`src/hdl/max_priority_queue_defines.svh`:
```
// assertion macros for the max priority queue
`ifndef MAX_PRIORITY_QUEUE_DEFINES_SVH
`define MAX_PRIORITY_QUEUE_DEFINES_SVH

`ifndef SYNTHESIS

// checked outside reset
`define MPQ_ASSERT(label, clk, rst, prop) \
  label: assert property (@(posedge clk) disable iff (rst) prop) \
    else $error("mpq assertion failed");

// checked at every edge, reset included
`define MPQ_ASSERT_ALWAYS(label, clk, prop) \
  label: assert property (@(posedge clk) prop) \
    else $error("mpq assertion failed");

`else

`define MPQ_ASSERT(label, clk, rst, prop)
`define MPQ_ASSERT_ALWAYS(label, clk, prop)

`endif

`endif

```
`src/hdl/mpq_pkg.sv`:
```
`default_nettype none

package mpq_pkg;

  localparam int DEFAULT_DEPTH = 16;
  localparam int DATA_W        = 32;
  localparam int OCC_W         = 5;

  // request codes
  typedef enum logic [1:0] {
    REQ_PUSH  = 2'd0,
    REQ_FRONT = 2'd1,
    REQ_POP   = 2'd2,
    REQ_CLEAR = 2'd3
  } req_t;

  // result status codes
  typedef enum logic [1:0] {
    ST_OK    = 2'd0,
    ST_EMPTY = 2'd1,
    ST_FULL  = 2'd2
  } stat_t;

  // controller states
  typedef enum logic [1:0] {
    S_IDLE,
    S_DECIDE,
    S_SCAN,
    S_SHIFT
  } state_t;

  // commands from controller to datapath
  typedef struct packed {
    logic accept;
    logic scan_go;
    logic scan_run;
    logic shift_go;
    logic shift_run;
    logic commit;
  } cmd_t;

  // status from datapath to controller
  typedef struct packed {
    req_t req;
    logic empty;
    logic scan_done;
    logic shift_done;
  } sts_t;

endpackage

`default_nettype wire

```
`src/hdl/mpq_ctrl.sv`:
```
`default_nettype none

module mpq_ctrl (
  input  wire logic          clk,
  input  wire logic          rst,
  input  wire logic          start,
  input  mpq_pkg::sts_t      sts,
  output mpq_pkg::cmd_t      cmd,
  output logic               busy
);
  import mpq_pkg::*;

  state_t state;
  state_t state_next;

  // state register
  always_ff @(posedge clk) begin
    if (rst) begin
      state <= S_IDLE;
    end else begin
      state <= state_next;
    end
  end

  // next state
  always_comb begin
    state_next = state;
    unique case (state)
      S_IDLE: begin
        if (start) state_next = S_DECIDE;
      end
      S_DECIDE: begin
        if ((sts.req == REQ_FRONT || sts.req == REQ_POP) && !sts.empty) begin
          state_next = S_SCAN;
        end else begin
          state_next = S_IDLE;
        end
      end
      S_SCAN: begin
        if (sts.scan_done) begin
          state_next = (sts.req == REQ_POP) ? S_SHIFT : S_IDLE;
        end
      end
      S_SHIFT: begin
        if (sts.shift_done) state_next = S_IDLE;
      end
      default: state_next = S_IDLE;
    endcase
  end

  // outputs
  always_comb begin
    cmd  = '0;
    busy = 1'b1;
    unique case (state)
      S_IDLE: begin
        busy       = 1'b0;
        cmd.accept = start;
      end
      S_DECIDE: begin
        if ((sts.req == REQ_FRONT || sts.req == REQ_POP) && !sts.empty) begin
          cmd.scan_go = 1'b1;
        end else begin
          cmd.commit = 1'b1;
        end
      end
      S_SCAN: begin
        cmd.scan_run = 1'b1;
        if (sts.scan_done) begin
          if (sts.req == REQ_POP) begin
            cmd.shift_go = 1'b1;
          end else begin
            cmd.commit = 1'b1;
          end
        end
      end
      S_SHIFT: begin
        cmd.shift_run = 1'b1;
        if (sts.shift_done) cmd.commit = 1'b1;
      end
      default: busy = 1'b1;
    endcase
  end

endmodule

`default_nettype wire

```
`src/hdl/mpq_dp.sv`:
```
`default_nettype none
`include "max_priority_queue_defines.svh"

module mpq_dp #(
  parameter int DEPTH = mpq_pkg::DEFAULT_DEPTH
) (
  input  wire logic                        clk,
  input  wire logic                        rst,
  input  wire logic [1:0]                  req_type,
  input  wire logic [mpq_pkg::DATA_W-1:0]  push_value,
  input  mpq_pkg::cmd_t                    cmd,
  output mpq_pkg::sts_t                    sts,
  output logic                             done,
  output logic [mpq_pkg::DATA_W-1:0]       max_value,
  output logic [1:0]                       status,
  output logic [mpq_pkg::OCC_W-1:0]        occupancy
);
  import mpq_pkg::*;

  localparam int AW = (DEPTH > 1) ? $clog2(DEPTH) : 1;
  localparam int CW = $clog2(DEPTH + 1);

  // entry store
  logic [DATA_W-1:0] mem [DEPTH];

  req_t                     req;
  logic [DATA_W-1:0]        val;
  logic [CW-1:0]            count;
  logic [CW-1:0]            count_next;
  logic [CW-1:0]            ptr;
  logic                     rd_en;
  logic                     rd_vld;
  logic [AW-1:0]            rd_idx;
  logic signed [DATA_W-1:0] rd_data;
  logic signed [DATA_W-1:0] best_val;
  logic [AW-1:0]            best_idx;
  logic                     empty;
  logic                     full;
  logic                     wr_en;
  logic [AW-1:0]            wr_addr;
  logic [DATA_W-1:0]        wr_data;
  logic                     shift_wr;
  logic                     push_ok;
  logic                     pop_ok;
  stat_t                    res_status;
  logic [DATA_W-1:0]        res_value;
  stat_t                    stat_reg;

  assign empty = (count == '0);
  assign full  = (count == CW'(DEPTH));

  assign sts.req        = req;
  assign sts.empty      = empty;
  assign sts.scan_done  = (ptr == count) && !rd_vld;
  assign sts.shift_done = (ptr == count) && !rd_vld;

  // request capture
  always_ff @(posedge clk) begin
    if (cmd.accept) begin
      req <= req_t'(req_type);
      val <= push_value;
    end
  end

  // scan / shift read pointer and registered read
  assign rd_en = (cmd.scan_run || cmd.shift_run) && (ptr < count);

  always_ff @(posedge clk) begin
    if (rst) begin
      rd_vld <= 1'b0;
    end else if (cmd.scan_go || cmd.shift_go) begin
      rd_vld <= 1'b0;
    end else begin
      rd_vld <= rd_en;
    end
  end

  always_ff @(posedge clk) begin
    if (cmd.scan_go) begin
      ptr <= '0;
    end else if (cmd.shift_go) begin
      ptr <= CW'(best_idx) + CW'(1);
    end else if (rd_en) begin
      ptr <= ptr + CW'(1);
    end
  end

  always_ff @(posedge clk) begin
    if (rd_en) begin
      rd_data <= mem[ptr[AW-1:0]];
      rd_idx  <= ptr[AW-1:0];
    end
  end

  // running maximum, earliest entry wins ties
  always_ff @(posedge clk) begin
    if (cmd.scan_run && rd_vld) begin
      if (rd_idx == '0 || rd_data > best_val) begin
        best_val <= rd_data;
        best_idx <= rd_idx;
      end
    end
  end

  // single write port: gap closing or push
  assign shift_wr = cmd.shift_run && rd_vld;
  assign push_ok  = cmd.commit && (req == REQ_PUSH) && !full;
  assign pop_ok   = cmd.commit && (req == REQ_POP) && !empty;
  assign wr_en    = shift_wr || push_ok;
  assign wr_addr  = shift_wr ? (rd_idx - AW'(1)) : count[AW-1:0];
  assign wr_data  = shift_wr ? rd_data : val;

  always_ff @(posedge clk) begin
    if (wr_en) mem[wr_addr] <= wr_data;
  end

  // result of the request
  always_comb begin
    count_next = count;
    res_status = ST_OK;
    res_value  = '0;
    unique case (req)
      REQ_PUSH: begin
        if (full) begin
          res_status = ST_FULL;
        end else begin
          count_next = count + CW'(1);
        end
      end
      REQ_FRONT: begin
        if (empty) begin
          res_status = ST_EMPTY;
        end else begin
          res_value = best_val;
        end
      end
      REQ_POP: begin
        if (empty) begin
          res_status = ST_EMPTY;
        end else begin
          res_value  = best_val;
          count_next = count - CW'(1);
        end
      end
      REQ_CLEAR: begin
        count_next = '0;
      end
      default: count_next = count;
    endcase
  end

  always_ff @(posedge clk) begin
    if (rst) begin
      count <= '0;
      done  <= 1'b0;
    end else begin
      done <= cmd.commit;
      if (cmd.commit) count <= count_next;
    end
  end

  always_ff @(posedge clk) begin
    if (cmd.commit) begin
      max_value <= res_value;
      stat_reg  <= res_status;
      occupancy <= OCC_W'(count_next);
    end
  end

  assign status = stat_reg;

  `MPQ_ASSERT(a_count_bound, clk, rst, count <= CW'(DEPTH))
  `MPQ_ASSERT(a_shift_index, clk, rst, shift_wr |-> rd_idx != '0)
  `MPQ_ASSERT(a_pop_count, clk, rst, pop_ok |=> count == $past(count) - CW'(1))

endmodule

`default_nettype wire

```
`src/hdl/max_priority_queue.sv`:
```
`default_nettype none
`include "max_priority_queue_defines.svh"

// Max priority queue of signed 32-bit values held in insertion order.
// Command channel: a request (req_type, push_value) transfers at a rising
// edge with start high and busy low. Codes: push, front, pop max, clear.
// Result channel: done is high for exactly one cycle with max_value, status
// and occupancy; the transfer happens at the edge ending that cycle and the
// receiver cannot stall it.
// Push, clear, and front or pop on an empty queue commit without a scan;
// front scans all n entries held, and pop of the maximum at position k (0 at
// the head) then moves the n - 1 - k entries behind it.
// The scan for the maximum reads one entry a cycle through the single read
// port of the entry store into one comparator; pop then moves the later
// entries down one slot a cycle over the same port. One request is handled
// at a time; a new request may transfer in the cycle its predecessor's
// result is shown. Reset empties the queue and drops any request in flight.
module max_priority_queue #(
  parameter int DEPTH = mpq_pkg::DEFAULT_DEPTH
) (
  input  wire logic                        clk,
  input  wire logic                        rst,
  input  wire logic                        start,
  output logic                             busy,
  input  wire logic [1:0]                  req_type,
  input  wire logic [mpq_pkg::DATA_W-1:0]  push_value,
  output logic                             done,
  output logic [mpq_pkg::DATA_W-1:0]       max_value,
  output logic [1:0]                       status,
  output logic [mpq_pkg::OCC_W-1:0]        occupancy
);
  import mpq_pkg::*;

  cmd_t cmd;
  sts_t sts;

  // sequencing
  mpq_ctrl u_ctrl (
    .clk   (clk),
    .rst   (rst),
    .start (start),
    .sts   (sts),
    .cmd   (cmd),
    .busy  (busy)
  );

  // store, comparator and result registers
  mpq_dp #(
    .DEPTH (DEPTH)
  ) u_dp (
    .clk        (clk),
    .rst        (rst),
    .req_type   (req_type),
    .push_value (push_value),
    .cmd        (cmd),
    .sts        (sts),
    .done       (done),
    .max_value  (max_value),
    .status     (status),
    .occupancy  (occupancy)
  );

  `MPQ_ASSERT_ALWAYS(a_rst_quiet, clk, rst |=> !done)
  `MPQ_ASSERT(a_done_single, clk, rst, done |=> !done)
  `MPQ_ASSERT(a_done_idle, clk, rst, done |-> !busy)

endmodule

`default_nettype wire
```
`config.mk`:
```
export PLATFORM = sky130hd
export DESIGN_NAME = max_priority_queue
export DESIGN_NICKNAME = d
export VERILOG_FILES = /design/src/hdl/mpq_pkg.sv /design/src/hdl/mpq_ctrl.sv /design/src/hdl/mpq_dp.sv /design/src/hdl/max_priority_queue.sv
export VERILOG_INCLUDE_DIRS = /design/src /design/src/hdl
export SDC_FILE = /design/constraint.sdc
export NUM_CORES = 1
export LEC_CHECK = 0
export ABC_AREA = 1
export BUFFER_PORTS_ARGS = -buffer_cell sky130_fd_sc_hd__buf_2
export CAP_MARGIN = 10
export CORE_MARGIN = 4
export CORE_UTILIZATION = 40
export CTS_BUF_LIST = sky130_fd_sc_hd__clkbuf_4
export CTS_CLUSTER_SIZE = 30
export DETAILED_ROUTE_END_ITERATION = 10
export SLEW_MARGIN = 30
export SYNTH_ARGS = -nofsm -noshare
export SYNTH_HDL_FRONTEND = slang
export SYNTH_SLANG_ARGS = --single-unit
```
`constraint.sdc`:
```
create_clock -name clk -period 5.5 [get_ports clk]
set_clock_uncertainty 0.2 [all_clocks]
set_input_delay 1.1 -clock clk [delete_from_list [all_inputs] [get_ports clk]]
set_output_delay 1.1 -clock clk [all_outputs]
set_load 0.03 [all_outputs]
```
Word-level counts from Yosys, hierarchy flattened
Memories as Yosys holds them, arrays and structs flattened. A register that Yosys moved wholly into a read port is not among the register bits.
Index checks and enable logic that the tools add are counted.

cells by class
  add/subtract/negate cells = 5
  $lt $le $gt $ge = 2
  equal/unequal tests = 11
  muxes and demuxes = 31
  bitwise logic cells = 1
  reduce and logical (&&, ||, !) cells = 25

operator list
  operator                                           number
  > comparator 32 bit                                1
  2-to-1 mux 32 bit                                  1
  2-to-1 mux 5 bit                                   4
  one-hot mux 5 bit (3 select lines)                 1
  2-to-1 mux 1 bit                                   14
  2-to-1 mux 2 bit                                   7
  adder 5 x 1 -> 5 bit (second input constant)       2
  == test 2 bit (second input constant)              4
  one-hot mux 2 bit (4 select lines)                 1
  logical AND 1 bit                                  7
  != test 2 bit (second input constant)              3
  OR reduction 2 bit                                 3
  adder 4 x 1 -> 5 bit (second input constant)       1
  == test 5 bit                                      1
  == test 5 bit (second input constant)              1
  zero test 5 bit                                    1
  logical OR 1 bit                                   5
  less-than comparator 5 bit                         1
  subtractor 5 x 1 -> 5 bit (second input constant)  1
  == test 2 x 1 -> 1 bit (second input constant)     2
  zero test 2 bit                                    2
  zero test 4 bit                                    1
  2-to-1 mux 4 bit                                   1
  one-hot mux 2 bit (2 select lines)                 1
  7 further kinds                                    9

storage, ports and cells
  register bits = 127
  RAM bits = 512
  input bits = 37
  output and inout port bits = 41
  memories kept = 1

memories
  name      depth  width  rd ports  clocked after Yosys merged registers in  wr ports  line          source
  u_dp.mem  16     32     1         1                                        1         mpq_dp.sv:24  logic [DATA_W-1:0] mem [DEPTH];

Logic depth before layout (Yosys ltp)
Gate-level depths: netlist of the first run.

  depth after elaboration = 10
  mapped depth = 17

Hierarchy
A second synthesis of the first run with hierarchy kept.

second synthesis, totals
  cell total of the unflattened synthesis = 2009
  area total of the unflattened synthesis = 26972.1 µm²

by module, submodules not included
  module    times used  cells an instance  area each (µm²)
  mpq_dp    1           1972               26759.4
  mpq_ctrl  1           37                 212.7

Least setup slack after synthesis of the first run
No wires, ideal clock.

  path type = reg2reg
  start = register u_dp.ptr[0]
  end = memory u_dp.mem[0][0] (enable)
  data arrival time = 4843 ps
  path slack = 36 ps
  cell stages (with the launch flop) = 16
  period minus slack after synthesis = 5464 ps
  cells stage by stage = dfxtp_1 -> buf_2 -> inv_1 -> buf_2 -> clkbuf_1 -> ha_1 -> inv_1 -> nor2_1 -> nand2_1 -> nand2_1 -> nand2_1 -> a211oi_4 -> inv_2 -> o21ai_4 -> nand3_2 -> nor2_1

RTL lines
  what                    line          source
  from (decl)             mpq_dp.sv:30  logic [CW-1:0] ptr;
  from (signal assigned)  mpq_dp.sv:82  ptr <= CW'(best_idx) + CW'(1);
  from (signal assigned)  mpq_dp.sv:84  ptr <= ptr + CW'(1);
  to (decl)               mpq_dp.sv:24

==> results.json, run 1 <==
{
  "p_leak_nw": 10.7,
  "wire_per_inst_um": 21.1,
  "regToRegStartpoint": "u_dp.count[2]",
  "synth.yosys.warnings": 0,
  "pwr_density_cell_nw_per_um2": 470,
  "path_buf_inv": 3,
  "dieArea_um2": 71100,
  "synth_top_area_share_pct": 73.8,
  "rsz0062_at_grt": "false",
  "crit_chain": "inv_1 -> ha_1 -> nand2_1 -> nor2_1 -> nand2_1 -> nand2_1 -> nand2_1 -> a211oi_4 -> inv_2 -> o21ai_4 -> nand3_2 -> nor2_4 -> buf_16",
  "finalCriticalPeriod_ns": 3.94,
  "cp-start-kind": "flop",
  "crit_arrival_ns": 4.39,
  "slew_viol_final": 0,
  "synth_seq_cells": 671,
  "clk_latency_ns": 0.98,
  "drc_errors": 0,
  "cts_buffers": 164,
  "ctsHoldBuffers": 19,
  "holdPathStages": 1,
  "dr.pass1.iters": 8,
  "synth_edf_count": 657,
  "crit_type": "reg -> reg",
  "syn_inst": 2006,
  "fin_nets": 2265,
  "clockBufferDepth": 3,
  "gp_congestion": 0.795,
  "start_util_pct": 40.5,
  "root_buffer": "clkbuf_4",
  "ys_async_sr_fraction_pct": 0,
  "timing.rr.end": "u_dp.mem[0][8]",
  "cp_max_fo": 17,
  "numPortBuffers": 77,
  "maxCapViolCount": 0,
  "setup_ws_ns": 1.56,
  "setup-tns-final_ns": 0,
  "required_ns": 5.95,
  "hp-start": "push_value[18]",
  "cts_sinks": 671,
  "die_y_um": 267,
  "via_count": 17200,
  "clk_pin_slew_ns": 0.06,
  "fill_cells": 5849,
  "seq_area_frac_synth_pct": 74.8,
  "ctsResizeCount": 0,
  "slowest_delay_ns": 0.64,
  "layout-area-overhead-vs-synth_pct": 14.2,
  "synth.area.top_cells": "edfxtp_1 74%, o21ai_0 5.2%, nor2_1 4.5%",
  "io_pins": 78,
  "h-tree-depth": 4,
  "yosys.area.top_type": "edfxtp_1",
  "fp.dieW_um": 267,
  "row_count": 94,
  "grt-ovfl-total": 0,
  "finalSetupViolCount": 0,
  "wl_um": 67000,
  "hold_viol_final": 0,
  "critPathSlowestCell": "nor2_4",
  "grt_max_degree": 133,
  "core-area_um2": 66000,
  "cp_common_cell": "nand2_1",
  "synth_top_flop_cell": "edfxtp_1",
  "cp.depth": 13,
  "end_kind": "flop",
  "critical-path-top-delay-family": "simple AND/OR/NAND/NOR gates",
  "synth.avg_cell_area_um2": 13.3,
  "synthDistinctLibCells": 39,
  "pre_cts_slack_ns": 1.61,
  "synth_area_um2": 26700,
  "fmax_mhz": 254,
  "ff2ff_setup_slack_ns": 1.56,
  "grt_pass1_wl_um": 101000,
  "grt_usage_pct": 18.8,
  "cts_tree": "done",
  "initialDrtViolationCount": 1529,
  "r2r_cells": 13,
  "hpwl_um": 38200,
  "relSlewSlack_pct": 35.1,
  "peakVddDrop_uv": 239,
  "grt_pass1_vias": 17000,
  "worstMarginPinSlew_ns": 0.973,
  "synth_nets": 2089,
  "hold_path_end": "u_dp.val[18]",
  "postRouteAntennaNets": 0,
  "hp-class": "in -> reg",
  "drive_above_1_share_pct": 17.2,
  "fin_crit_sh_pct": 71.6,
  "vias_per_cell": 5.42,
  "cts_setup_buffers": 0,
  "outcome": "complete, no violations",
  "antenna_found_initial": 1
}
-- state kept, by name, summed over array words and instances (netlist names), 5 cells and up --
name	flops
u_dp.max_value	32
u_dp.rd_data	32
u_dp.ptr	5
u_dp.best_val	32
u_dp.count	5
u_dp.occupancy	5
u_dp.val	32
u_dp.mem	512
-- cell usage after synthesis, drive strengths merged, types with 14 or more instances --
cell,number
a21oi,21
inv,93
edfxtp,657
o21ai,280
ha,46
o221ai,110
o22ai,19
dfxtp,14
clkbuf,100
nand3,70
nor2,324
buf,16
nand2,206
o211ai,20
-- placed cells by master, fill, tap and decap left out, types with 2 or more instances in the layout --
cell           instances
o221ai_1             110
nor3b_1                2
inv_2                 13
a21oi_1               20
o211ai_1              20
buf_12                 2
inv_1                 78
dfxtp_1               10
bufinv_16              2
clkinv_2               8
dlygate4sd3_1         19
nor2_1               312
o21ai_0              278
buf_16                 8
xnor2_1                3
clkinvlp_4             2
nand3_2                3
edfxtp_1             657
nand4_1                4
clkbuf_4             239
clkinv_1              43
xor2_1                 6
nor3_1                 3
nand3_1               66
o21bai_1               2
buf_2                 77
buf_4                 20
dfxtp_4                2
dfxtp_2                2
nor2_4                10
ha_1                  46
o22ai_1               19
nand2_1              205
-- power breakdown --
| group | switching (W) | internal [W] | total, W |
|---|---|---|---|
| logic | 0.00298 | 0.00102 | 0.00400 |
| clock network | 0.00193 | 0.00208 | 0.00401 |
| registers | 0.000132 | 0.00621 | 0.00635 |
-- worst max path at each step --
stage / endpoint / slack (ns) / from
6_report: u_dp.mem[0][8] / 1.56 / u_dp.count[2]
5_1_grt: u_dp.mem[0][31] / 1.32 / u_dp.count[2]
4_1_cts: u_dp.mem[0][8] / 1.59 / u_dp.count[2]
3_5_place_dp: u_dp.mem[0][23] / 1.61 / u_dp.count[2]
3_3_place_gp: u_dp.mem[0][23] / 1.54 / u_dp.count[2]
2_1_floorplan: u_dp.mem[0][0] / 0.04 / u_dp.ptr[0]
-- per-stage QoR --
step | instances | utilization (%) | hold WS (ns) | power [W] | cell area (um2)
floorplan | 2006 | - | 0.226 | 0.00901 | 26700
global placement | 2852 | 42.5 | 0.262 | 0.0104 | 28000
detailed placement | 2861 | 42.9 | 0.276 | 0.0105 | 28300
CTS | 3172 | 46.3 | 0.0000779 | 0.0145 | 30500
global route | 3173 | 46.3 | 0.0318 | 0.0152 | 30500
finish | 3173 | 46.3 | 0.111 | 0.0144 | 30500
-- layout make-up --
type                       instances  area [um2]  area share, %
clock inverter                    53         263          0.860
clock buffer                     239        1790           5.87
sequential                       671       20000           65.5
tap                              864        1080           3.54
inverter                          95         370           1.21
multi-input combinational       1124        6030           19.7
timing repair buffer             126         986           3.23
antenna                            1        2.50        0.00819
-- logic make-up after synthesis --
logic type | count (synthesis) | synth area share [%]
fa+ha+maj | 46 | 2.15
compound gates | 459 | 10.6
simple gates | 610 | 9.16
buf+inv | 211 | 3.01
flops | 671 | 74.8
xor+xnor | 9 | 0.295
-- layer usage --
layer | global-route usage (%) | wire [um] | vias up
met2 | 29.5 | 31400 | 705
met4 | 7.88 | 2120 | 0
li1 | - | - | 7871
met5 | 0 | 0 | -
met3 | 4.94 | 5160 | 137
met1 | 25.0 | 28300 | 8493
(Power assumes the default switching activity.)
==> inputs of run 2 (changes only) <==
==> constraint.sdc (replaced) <==
create_clock -name clk -period 3.3 [get_ports clk]
set_clock_uncertainty 0.2 [all_clocks]
set_input_delay 0.66 -clock clk [delete_from_list [all_inputs] [get_ports clk]]
set_output_delay 0.66 -clock clk [all_outputs]
set_load 0.03 [all_outputs]
==> run 2 against run 1 <==
Against the previous run:
- combinational power up 73%
- final cell count grew 1.5%
- hold slack better by 0.099 ns
- routed wire length up 5.6%
- largest cell class unchanged
- highest routed layer unchanged
==> results.json, run 2 (synthesis gave the netlist of run 1 again) <==
{
  "outcome": "complete, no violations",
  "fin_nets": 2326,
  "maxCapViolCount": 0,
  "gp_congestion": 0.799,
  "grt_usage_pct": 19.6,
  "final_cell_mix": "657 x edfxtp_1, 310 x nor2_1, 277 x o21ai_0, 235 x clkbuf_4, 204 x nand2_1",
  "rsz0062_at_grt": "false",
  "cts_tree": "done",
  "p_leak_nw": 11.0,
  "final_common_cell": "edfxtp_1",
  "hold_viol_final": 0,
  "numPortBuffers": 77,
  "path_buf_inv": 5,
  "dr.pass1.iters": 5,
  "clk_pin_slew_ns": 0.06,
  "layout-area-overhead-vs-synth_pct": 17.4,
  "wire_per_inst_um": 22.0,
  "fp.dieW_um": 267,
  "worstMarginPinSlew_ns": 0.950,
  "cts_sinks": 671,
  "die_y_um": 267,
  "vias_per_cell": 5.49,
  "clockPowerShare_pct": 28.3,
  "power_w": 0.0244,
  "p_sw_share_pct": 34.5,
  "cp.depth": 15,
  "postRouteAntennaNets": 0,
  "critical-path-top-delay-family": "simple AND/OR/NAND/NOR gates",
  "top_register": "u_dp.mem",
  "finalSetupViolCount": 0,
  "fmax_mhz": 321,
  "grt_pass1_vias": 17300,
  "cp_common_cell": "nand2_1",
  "r2r_cells": 15,
  "pwr_density_cell_nw_per_um2": 775,
  "core-area_um2": 66000,
  "clockBufferDepth": 3,
  "io_pins": 78,
  "relSlewSlack_pct": 36.0,
  "critPathSlowestCell": "dfxtp_1",
  "antenna_found_initial": 1,
  "grt-ovfl-total": 0,
  "root_buffer": "clkbuf_4",
  "ff2ff_setup_slack_ns": 0.19,
  "finalCriticalPeriod_ns": 3.11,
  "crit_chain": "inv_2 -> ha_1 -> nand2_1 -> nor2_2 -> nand2_1 -> nand2_1 -> nand2_2 -> a211oi_4 -> inv_4 -> o21ai_4 -> buf_12 -> nand3_4 -> nor2_4 -> buf_12 -> clkbuf_16",
  "initialDrtViolationCount": 1738,
  "dieArea_um2": 71100,
  "row_count": 94,
  "drc_errors": 0,
  "crit_type": "reg -> reg",
  "hp-class": "in -> reg",
  "fill_cells": 5815,
  "hpwl_um": 39600,
  "drive_above_1_share_pct": 18.8,
  "cts_buffers": 164,
  "h-tree-depth": 4,
  "end_kind": "flop",
  "grt_max_degree": 142,
  "pwr-share-seq_pct": 43.3,
  "power.switching_w": 0.00840,
  "fin_crit_sh_pct": 94.3,
  "grt_pass1_wl_um": 105000,
  "power_frac_comb_pct": 28.4,
  "largest_register_ff_count": 512,
  "slew_viol_final": 0,
  "cp-start-kind": "flop",
  "via_count": 17700,
  "slowest_delay_ns": 0.34,
  "fin_util_pct": 47.6,
  "wl_um": 70800,
  "peakVddDrop_uv": 483,
  "cp_max_fo": 13,
  "holdPathStages": 2,
  "required_ns": 3.75,
  "crit_arrival_ns": 3.57,
  "clk_latency_ns": 1.00,
  "intPower_w": 0.0160,
  "start_util_pct": 40.5
}
-- run 2: cell types whose count changed in the layout (fill, tap and decap cells not counted), sizes merged --
cell	previous run	this run
inv	93	91
clkbuf	239	238
clkinvlp	2	7
dlygate4sd3	19	36
clkinv	51	35
bufinv	2	6
buf	107	148
-- run 2: worst paths after layout --
| check | startpoint | endpoint |
|---|---|---|
| setup / recovery | u_dp.count[4] | u_dp.mem[1][6] |
| hold / removal | push_value[15] | u_dp.val[15] |
| setup reg to reg | u_dp.count[4] | u_dp.mem[1][6] |
| hold reg to reg | u_dp.rd_data[29] | u_dp.best_val[29] |
-- run 2: layout make-up --
| class | instances | area, um2 | area share [%] |
|---|---|---|---|
| tap | 864 | 1080 | 3.44 |
| antenna | 1 | 2.50 | 0.00797 |
| clock inverter | 44 | 324 | 1.03 |
| multi-input combinational | 1124 | 6060 | 19.3 |
| sequential | 671 | 20000 | 63.7 |
| timing repair buffer | 187 | 1770 | 5.64 |
| clock buffer | 235 | 1760 | 5.62 |
| inverter | 95 | 390 | 1.24 |
-- run 2: metrics by stage --
step,instances,worst slack [ns],area [um2],hold WS [ns],setup TNS (ns)
finish,3221,0.188,31400,0.210,0
global placement,2898,0.0573,28800,0.262,0
detailed placement,2900,0.0394,28800,0.273,0
CTS,3216,0.104,31300,0.0779,0
floorplan,2006,-1.22,26900,0.226,-567.31
global route,3221,0.0194,31400,0.0955,0
-- run 2: per-layer routing --
| layer | wire length [um] | up-vias | track usage [%] |
|---|---|---|---|
| li1 | - | 8002 | - |
| met1 | 29900 | 8752 | 26.8 |
| met2 | 32800 | 808 | 30.1 |
| met3 | 6190 | 128 | 5.45 |
| met4 | 1930 | 0 | 7.67 |
| met5 | 0 | - | 0 |
-- run 2: power by group through the flow --
| stage | combinational (W) | sequential (W) | clock (W) |
|---|---|---|---|
| finish | 0.00693 | 0.0106 | 0.00688 |
| global route | 0.00758 | 0.0106 | 0.00756 |
| CTS | 0.00690 | 0.0106 | 0.00708 |
| detailed placement | 0.00684 | 0.0107 | 0 |
| global placement | 0.00669 | 0.0107 | 0 |
| floorplan | 0.00405 | 0.0110 | 0 |
-- run 2: repair_timing --
item                                    CTS  global route
resized for setup                         0             3
endpoints found under the setup margin   79           197
pin swaps                                 1             2
endpoints found under the hold margin    55             0
hold buffers                             36             0
buffers inserted                          1             1
cloned                                    0             3
-- run 2: worst register-to-register path, cell delays in order, from the launching register on --
cell	delay [ns]
dfxtp_1	0.34
inv_2	0.09
ha_1	0.30
nand2_1	0.08
nor2_2	0.14
nand2_1	0.09
nand2_1	0.10
nand2_2	0.08
a211oi_4	0.23
inv_4	0.10
o21ai_4	0.15
buf_12	0.15
nand3_4	0.16
nor2_4	0.20
buf_12	0.14
clkbuf_16	0.20
